===== config.mk =====
export PLATFORM = sky130hd
export DESIGN_NAME = bmpb_ctrl
export DESIGN_NICKNAME = d
export VERILOG_FILES = /design/src/sv/bmpb_pkg.sv /design/src/sv/bmpb_ctrl.sv
export VERILOG_INCLUDE_DIRS = /design/src /design/src/sv
export SDC_FILE = /design/constraint.sdc
export NUM_CORES = 1
export LEC_CHECK = 0
export BUFFER_PORTS_ARGS = -buffer_cell sky130_fd_sc_hd__buf_2
export CAP_MARGIN = 10
export CORE_UTILIZATION = 51
export DETAILED_ROUTE_END_ITERATION = 8
export PLACE_DENSITY = 0.76
export SLEW_MARGIN = 20
export SYNTH_ARGS = -nofsm -noshare
export SYNTH_HDL_FRONTEND = slang
export SYNTH_SLANG_ARGS = --single-unit

===== constraint.sdc =====
create_clock -name i_clk -period 1.72 [get_ports i_clk]
set_input_delay 0.086 -clock i_clk [delete_from_list [all_inputs] [get_ports i_clk]]
set_output_delay 0.086 -clock i_clk [all_outputs]
set_load 0.01 [all_outputs]

===== src/sv/assert_macros.svh =====
// assertion macros used by the rtl controller
`ifndef ASSERT_MACROS_SVH
`define ASSERT_MACROS_SVH

// checked on every rising clock edge outside reset
`define ASSERT_CLK(lbl, prop, msg) \
    lbl: assert property (@(posedge i_clk) disable iff (!i_rst_n) (prop)) else $error(msg);

// checked on every rising clock edge, reset included
`define ASSERT_ALWAYS(lbl, prop, msg) \
    lbl: assert property (@(posedge i_clk) (prop)) else $error(msg);

`endif


===== src/sv/bmpb_pkg.sv =====
// types, constants and helpers of the banked memory and sound port bus
package bmpb_pkg;

    localparam int UPPER_BANKS = 8;
    localparam int FIXED_BANKS = 3;
    localparam int BANK_OFS_W  = 14;
    localparam int UB_W        = $clog2(UPPER_BANKS);
    localparam int BANK_W      = $clog2(FIXED_BANKS + UPPER_BANKS);
    localparam int STORE_DEPTH = (FIXED_BANKS + UPPER_BANKS) * (1 << BANK_OFS_W);
    localparam int ADDR_W      = BANK_W + BANK_OFS_W;
    localparam int NUM_REGS    = 16;
    localparam int SNAP_REGS   = 14;

    localparam logic [3:0]        REG_ENV   = 4'd13;
    localparam logic [3:0]        LAST_IDX  = 4'(SNAP_REGS - 1);
    localparam logic [ADDR_W-1:0] CLR_LAST  = ADDR_W'(STORE_DEPTH - 1);
    localparam logic [7:0]        BYTE_IDLE = 8'hFF;

    typedef enum logic [2:0] {
        ACT_MEM_RD   = 3'd0,
        ACT_MEM_WR   = 3'd1,
        ACT_PORT_IN  = 3'd2,
        ACT_PORT_OUT = 3'd3,
        ACT_SNAP     = 3'd4
    } t_action;

    typedef enum logic [1:0] {
        ST_CLEAR,
        ST_IDLE,
        ST_SNAP
    } t_state;

    typedef struct packed {
        t_action     action;
        logic [15:0] address;
        logic [7:0]  write_data;
    } t_req;

    typedef struct packed {
        logic [7:0]  read_data;
        logic [3:0]  reg_index;
        logic        last;
        logic [31:0] out_write_count;
        logic [31:0] r13_write_count;
    } t_result;

    typedef struct packed {
        logic              accept;
        logic              clear;
        logic [ADDR_W-1:0] clr_addr;
        logic              snap_emit;
        logic [3:0]        snap_idx;
    } t_cmd;

    // page number folded into the available upper banks
    function automatic logic [UB_W-1:0] wrap_bank(input logic [2:0] v);
        logic [3:0] r;
        r = {1'b0, v};
        for (int i = 0; i < 4; i++) begin
            if (r >= 4'(UPPER_BANKS)) begin
                r = r - 4'(UPPER_BANKS);
            end
        end
        return r[UB_W-1:0];
    endfunction

endpackage


===== src/sv/bmpb_ctrl.sv =====
// controller: clearing sweep, request acceptance and snapshot sequencing
`include "assert_macros.svh"

module bmpb_ctrl import bmpb_pkg::*; (
    input  logic    i_clk,
    input  logic    i_rst_n,
    input  logic    i_start,
    input  t_action i_action,
    output logic    o_busy,
    output t_cmd    o_cmd
);

    t_state            r_state, n_state;
    logic [ADDR_W-1:0] r_clr_addr, n_clr_addr;
    logic [3:0]        r_cnt, n_cnt;
    logic              accept;

    assign accept = i_start && (r_state == ST_IDLE);

    always_comb begin
        n_state    = r_state;
        n_clr_addr = r_clr_addr;
        n_cnt      = r_cnt;
        case (r_state)
            ST_CLEAR: begin
                n_clr_addr = r_clr_addr + 1'b1;
                if (r_clr_addr == CLR_LAST) begin
                    n_state = ST_IDLE;
                end
            end
            ST_IDLE: begin
                if (accept && i_action == ACT_SNAP) begin
                    n_state = ST_SNAP;
                    n_cnt   = 4'd1;
                end
            end
            ST_SNAP: begin
                n_cnt = r_cnt + 1'b1;
                if (r_cnt == LAST_IDX) begin
                    n_state = ST_IDLE;
                end
            end
            default: begin
                n_state = ST_CLEAR;
            end
        endcase
    end

    always_comb begin
        o_busy             = (r_state != ST_IDLE);
        o_cmd.accept       = accept;
        o_cmd.clear        = (r_state == ST_CLEAR);
        o_cmd.clr_addr     = r_clr_addr;
        o_cmd.snap_emit    = (r_state == ST_SNAP) || (accept && i_action == ACT_SNAP);
        o_cmd.snap_idx     = (r_state == ST_SNAP) ? r_cnt : 4'd0;
    end

    always_ff @(posedge i_clk) begin
        if (!i_rst_n) begin
            r_state    <= ST_CLEAR;
            r_clr_addr <= '0;
            r_cnt      <= '0;
        end else begin
            r_state    <= n_state;
            r_clr_addr <= n_clr_addr;
            r_cnt      <= n_cnt;
        end
    end

    `ASSERT_ALWAYS(a_reset_clears, !i_rst_n |=> (r_state == ST_CLEAR), "reset did not start clear")
    `ASSERT_CLK(a_clr_step, (r_state == ST_CLEAR && r_clr_addr != CLR_LAST) |=> (r_state == ST_CLEAR && r_clr_addr == $past(r_clr_addr) + 1'b1), "clear sweep skipped")
    `ASSERT_CLK(a_snap_start, (o_cmd.snap_emit && r_state == ST_IDLE) |=> (r_state == ST_SNAP && r_cnt == 4'd1), "snapshot did not start")
    `ASSERT_CLK(a_snap_end, (r_state == ST_SNAP && r_cnt == LAST_IDX) |=> (r_state == ST_IDLE), "snapshot did not end")

endmodule


---- Yosys cells after proc, flatten, opt, wreduce, memory -nomap -nowiden ----
Cells that the tools add are included.
storage, ports and cells
  flip-flop bits (word level) ............. 24
  latch bits .............................. 0
  memory bits (writable) .................. 0
  memory bits (read-only) ................. 0
  input bits .............................. 6
  output and inout port bits .............. 26
  word-level logic and storage cells ...... 28
  memories kept ........................... 0
cells by class
  $add $sub $neg .......................... 2
  $mul .................................... 0
  div/mod/pow operators ................... 0
  magnitude comparators ................... 0
  equality and inequality tests ........... 9
  shift operators ......................... 0
  muxes and demuxes ....................... 7
  bitwise logic cells ..................... 0
  reduce and logical (&&, ||, !) cells .... 7
operator list
  kind                                                  number
  adder 18 x 1 -> 18 bit (second input constant)        1
  equality test 18 bit (second input constant)          1
  2-to-1 mux 4 bit                                      2
  one-hot mux 4 bit (2 select lines)                    1
  2-to-1 mux 2 bit                                      3
  != test 2 x 1 -> 1 bit (second input constant)        3
  one-hot mux 2 bit (3 select lines)                    1
  adder 4 x 1 -> 4 bit (second input constant)          1
  equality test 4 bit (second input constant)           1
  equality test 3 bit (second input constant)           1
  AND reduction 3 bit                                   1
  equality test 2 x 1 -> 1 bit (second input constant)  1
  equality test 2 bit (second input constant)           1
  logical AND 1 bit                                     2
  zero test 2 bit                                       1
  != test 2 bit (second input constant)                 1
  AND reduction 2 bit                                   1
  nonzero test 2 bit                                    1
  logical OR 1 bit                                      1

---- Depth between registers and ports, before layout ----
  word-level depth ........................ 5
  gate-level depth with buffers ........... 5
  gate-level depth less buffers ........... 5

---- Least setup slack after synthesis ----
Ideal clock, no wire load.
  path kind ............................... reg2reg
  from .................................... register r_clr_addr[0]
  to ...................................... register r_clr_addr[16]
  library setup time ...................... 118 ps
  arrival ................................. 1,329 ps
  slack ................................... 273 ps
  cell stages (with the launch flop) ...... 6
  cell sequence ........................... dfxtp_1 -> ha_1 -> nand3_1 -> nor3_1 -> nand2_1 -> mux2i_1
between the ends
  cells in the longest elaborated chain, start to end .. 1
ends and longest elaborated chain
  item                    line             text
  from (decl)             bmpb_ctrl.sv:14  logic [ADDR_W-1:0] r_clr_addr, n_clr_addr;
  from (signal assigned)  bmpb_ctrl.sv:65  r_clr_addr <= n_clr_addr;
  adder 18 x 1 -> 18 bit  bmpb_ctrl.sv:26  n_clr_addr = r_clr_addr + 1'b1;
No other way between the ends.
A chain may end at the register's enable or synchronous reset.

---- Final worst setup path ----
  from .................................... register r_clr_addr[0]
  to ...................................... register r_state[0]
between the ends
  cells in the longest elaborated chain, start to end .. 3
ends and longest elaborated chain
  item                              line             text
  equality test 18 bit              bmpb_ctrl.sv:27  if (r_clr_addr == CLR_LAST) begin
  != test 2 x 1 -> 1 bit (no line)  n/a
  AND reduction 3 bit (no line)     n/a
  to (signal assigned)              bmpb_ctrl.sv:64  r_state <= n_state;
  to (decl)                         bmpb_ctrl.sv:13  t_state r_state, n_state;
No other way between the ends.

==> summary.md <==
| Metric | Value |
|---|---|
| Outcome | `completed` |
| Initial antenna violation count | `0` |
| Post-Route WL | `2440 um` |
| Layout Skew | `0.003894 ns` |
| Final non-filler cell total | `200` |
| Crit share post-route | `93.81%` |
| Slew Viols, Final | `0` |
| Crit Path Category | `reg -> reg` |
| DIE AREA | `2597 um2` |
| Worst Path Arrival | `1.86 ns` |
| Routed length on met2 | `1274 um` |
| Slew @ Worst Pin | `0.3361 ns` |
| IO Count | `32` |
| Leading area contributor after synthesis | `dfxtp_1` |
| Top Layer Used | `met4` |
| Skew-Pair Late Insertion Delay | `0.32 ns` |
| Internal power | `0.0008169 W` |
| Synth Area in XOR/XNOR | `10.03%` |
| Die height | `50.96 um` |
| Largest family of logic cells by synthesized area | `simple AND/OR/NAND/NOR gates` |
| Max Root-Sink Buffers | `2` |
| Setup TNS | `0 ns` |
| Synth top area share | `39.30%` |
| Tot GR Track Use | `21.33%` |
| Placed Instances | `193` |
| Slew HR | `77.40%` |
| Synth Area in Compound Gates | `4.094%` |
| RD Place Congestion | `0.7878` |
| R2r startpoint | `r_clr_addr[0]$_SDFFE_PN0P_` |
| Logic pwr share | `4.2%` |
| HP Class | `in -> reg` |
| Area of the core | `2233 um2` |
| Worst setup EP type | `flip-flop` |
| Switching share of power | `20.18%` |
| RSZ-0062 raised after global routing | `yes` |
| NetSw | `0.0002066 W` |
| Pwr Density | `695.0 nW/um2` |
| Antenna Cells | `0` |
| Fmax | `0.6198 GHz` |
| Synth Area in Adders | `3.071%` |
| H-tree depth | `1` |
| Hold Crit Start | `i_rst_n` |
| Vias per cell | `5.245` |
| Routed met3 length | `52 um` |
| VDD IR max | `0.0006299 V` |
| Share of cells above drive strength 1 | `27.91%` |
| Routed WL per cell | `12.20 um` |
| Cell Area, Placed | `1398 um2` |
| 1st-iter DRT viols | `12` |
| First-pass GRT wire length | `4174 um` |
| Synthesized area per cell | `8.988 um2` |
| Vias post-DR | `1,049` |
| Area contributors post-synth | `dfxtp_1 39%, xnor2_1 7.9%, nor2_1 5.5%` |
| I/O Buffers | `31` |
| Simple-gate share of the synthesized area | `37.67%` |
| Syn nets | `145` |
| Sequential share of the synthesized area | `39.30%` |
| Clock share of power | `39.9%` |
| Total clock sinks | `24` |
| Max Cap Viol | `0` |
| Post-CTS Hold Buffers | `0` |
| HPWL after detailed placement | `1785 um` |
| Synth Instances | `136` |
| Final hold violations | `0` |
| Final instance area | `1473 um2` |
| M1 WL | `1078 um` |
| Register bit total from synthesis | `24` |
| Worst Reg-to-Reg Cells | `5` |
| Total gr overflow | `0` |
| Predominant post-synthesis flop cell | `dfxtp_1` |
| Post-CTS Resized | `0` |
| Die width | `50.96 um` |
| Initial cell density of the core | `54.73%` |
| Crit start category | `flip-flop` |
| CP Max Fanout | `6` |
| Nets | `182` |
| Post-synthesis mux area share | `2.456%` |
| Post-synth EDFFs | `0` |
| Worst hold slack | `0.08247 ns` |
| Std-Cell Rows | `17` |
| FILL cells | `199` |
| Time the worst path needs with I/O delays and setup | `1.613 ns` |
| Asr flop ratio synth | `0%` |
| Fin util | `65.94%` |
| CTS tree | `yes` |
| Largest net degree at the start of global routing | `16` |
| Hold EP | `r_clr_addr[17]$_SDFFE_PN0P_` |
| Yosys warns | `0` |
| LEAKAGE | `0.6361 nW` |
| Layout area overhead | `20.47%` |
| Flop-to-flop setup slack | `0.11 ns` |
| Seq pwr share | `55.9%` |
| Clk root buf | `clkbuf_4` |
| # setup viols final | `0` |
| Terminus of the critical flop-to-flop path | `r_state[0]$_SDFFE_PN0P_` |
| DRC Markers | `0` |
| Worst hold path stage count | `3` |
| Vias in the first global route | `1,009` |
| First-pass DRT Iterations | `4` |
| Data required, critical path | `1.97 ns` |
| Num CTS Buffers | `3` |
| Library cells used by synthesis | `33` |
| Netlist Area Pre-Place | `1222 um2` |
| Detail Route Antenna Nets | `0` |
| Clock transition at path regs | `0.13 ns` |
==> cell usage after synthesis (2+ instances only) <==
cell type and n:
a21oi_1 4, nor4_2 3, xnor2_1 11, and3_1 2, ha_1 3, or2_2 2
dfxtp_1 24, xor2_1 3, mux2i_1 3, a31oi_1 2, nand2_1 14, inv_1 4
nand4_1 6, and2_1 5, nor2_1 18, nand2b_1 3, nor3_1 5, o21ai_0 2
nand3_1 7, and2b_1 2
==> cells by family after synthesis <==
group	count (synthesis)
simple gates	75
flops	24
buf+inv	8
xor+xnor	14
fa+ha+maj	3
mux	3
compound gates	9
==> repair_timing <==
| item | in CTS | in global routing |
|---|---|---|
| buffers inserted | 0 | 3 |
| endpoints found under the hold margin | 0 | 0 |
| setup endpoints to repair | 0 | 3 |
==> through the flow <==
step / setup slack (ns) / total power (W)
global placement: 0.2584 / 0.0006254
floorplan: 0.2726 / 0.0006060
finish: 0.1065 / 0.001023
detailed placement: 0.1602 / 0.0006281
CTS: 0.07055 / 0.001034
global route: -0.02697 / 0.001054
==> cells in the final DEF, fill, tap and decap left out, drive strengths merged <==
cell type  count
nand4bb        1
bufinv         1
and4bb         1
o21a           1
nor4           4
nor2          18
nand2         14
a31oi          2
nand3          7
and2b          2
o21ai          2
nor4bb         1
clkinv         1
or3            1
or2b           1
inv            4
and2           5
or2            2
nand2b         3
ha             3
dfxtp         24
xnor2         11
and4           1
and3           2
nand4          7
clkbuf         3
xor2           3
buf           35
a21oi          4
mux2i          3
nor3           5
==> critical path, stage by stage (launching register included) <==
cell and delay [ns]:
dfxtp_1 0.46, ha_1 0.24, nand3_1 0.24, nor4_2 0.32, nand2_1 0.10, a31oi_1 0.18
==> power by group through the flow <==
stage / clock network (W) / registers (W) / logic (W)
after floorplan: 0 / 0.000586 / 0.0000201
after global placement: 0 / 0.000583 / 0.0000423
after detailed placement: 0 / 0.000584 / 0.0000436
after CTS: 0.000418 / 0.000572 / 0.0000440
after global routing: 0.000431 / 0.000574 / 0.0000490
final: 0.000408 / 0.000572 / 0.0000432
==> layout make-up <==
| cell class | count | area, um2 | share of cell area, % |
|---|---|---|---|
| inverter | 5 | 18.77 | 1.274 |
| multi-input combinational | 104 | 700.7 | 47.58 |
| clock buffer | 3 | 22.52 | 1.529 |
| tap | 28 | 35.03 | 2.379 |
| clock inverter | 1 | 30.03 | 2.039 |
| sequential | 24 | 480.5 | 32.63 |
| timing repair buffer | 35 | 185.2 | 12.57 |
==> sequential cells by signal (all words and copies together), names as in the netlist <==
register and cells:
r_cnt 4, r_state 2, r_clr_addr 18
==> worst max-delay path by stage <==
stage | end | cells after the start | slack, ns | from
3_3_place_gp | r_clr_addr[16]$_SDFFE_PN0P_ | 5 | 0.26 | r_clr_addr[0]$_SDFFE_PN0P_
4_1_cts | o_cmd[4] | 4 | 0.07 | r_state[1]$_SDFFE_PN0P_
3_5_place_dp | r_clr_addr[14]$_SDFFE_PN0P_ | 5 | 0.16 | r_clr_addr[0]$_SDFFE_PN0P_
5_1_grt | r_state[0]$_SDFFE_PN0P_ | 5 | -0.03 | r_clr_addr[0]$_SDFFE_PN0P_
2_1_floorplan | r_clr_addr[16]$_SDFFE_PN0P_ | 5 | 0.27 | r_clr_addr[0]$_SDFFE_PN0P_
6_report | r_state[0]$_SDFFE_PN0P_ | 5 | 0.11 | r_clr_addr[0]$_SDFFE_PN0P_
==> per-layer routing <==
layer / up-vias / GRT usage (%)
li1: 536 / -
met1: 494 / 22.79
met2: 15 / 40.35
met3: 4 / 2.679
met4: 0 / 10.65
met5: - / 0
No activity file was read; power rests on OpenSTA's default activity.
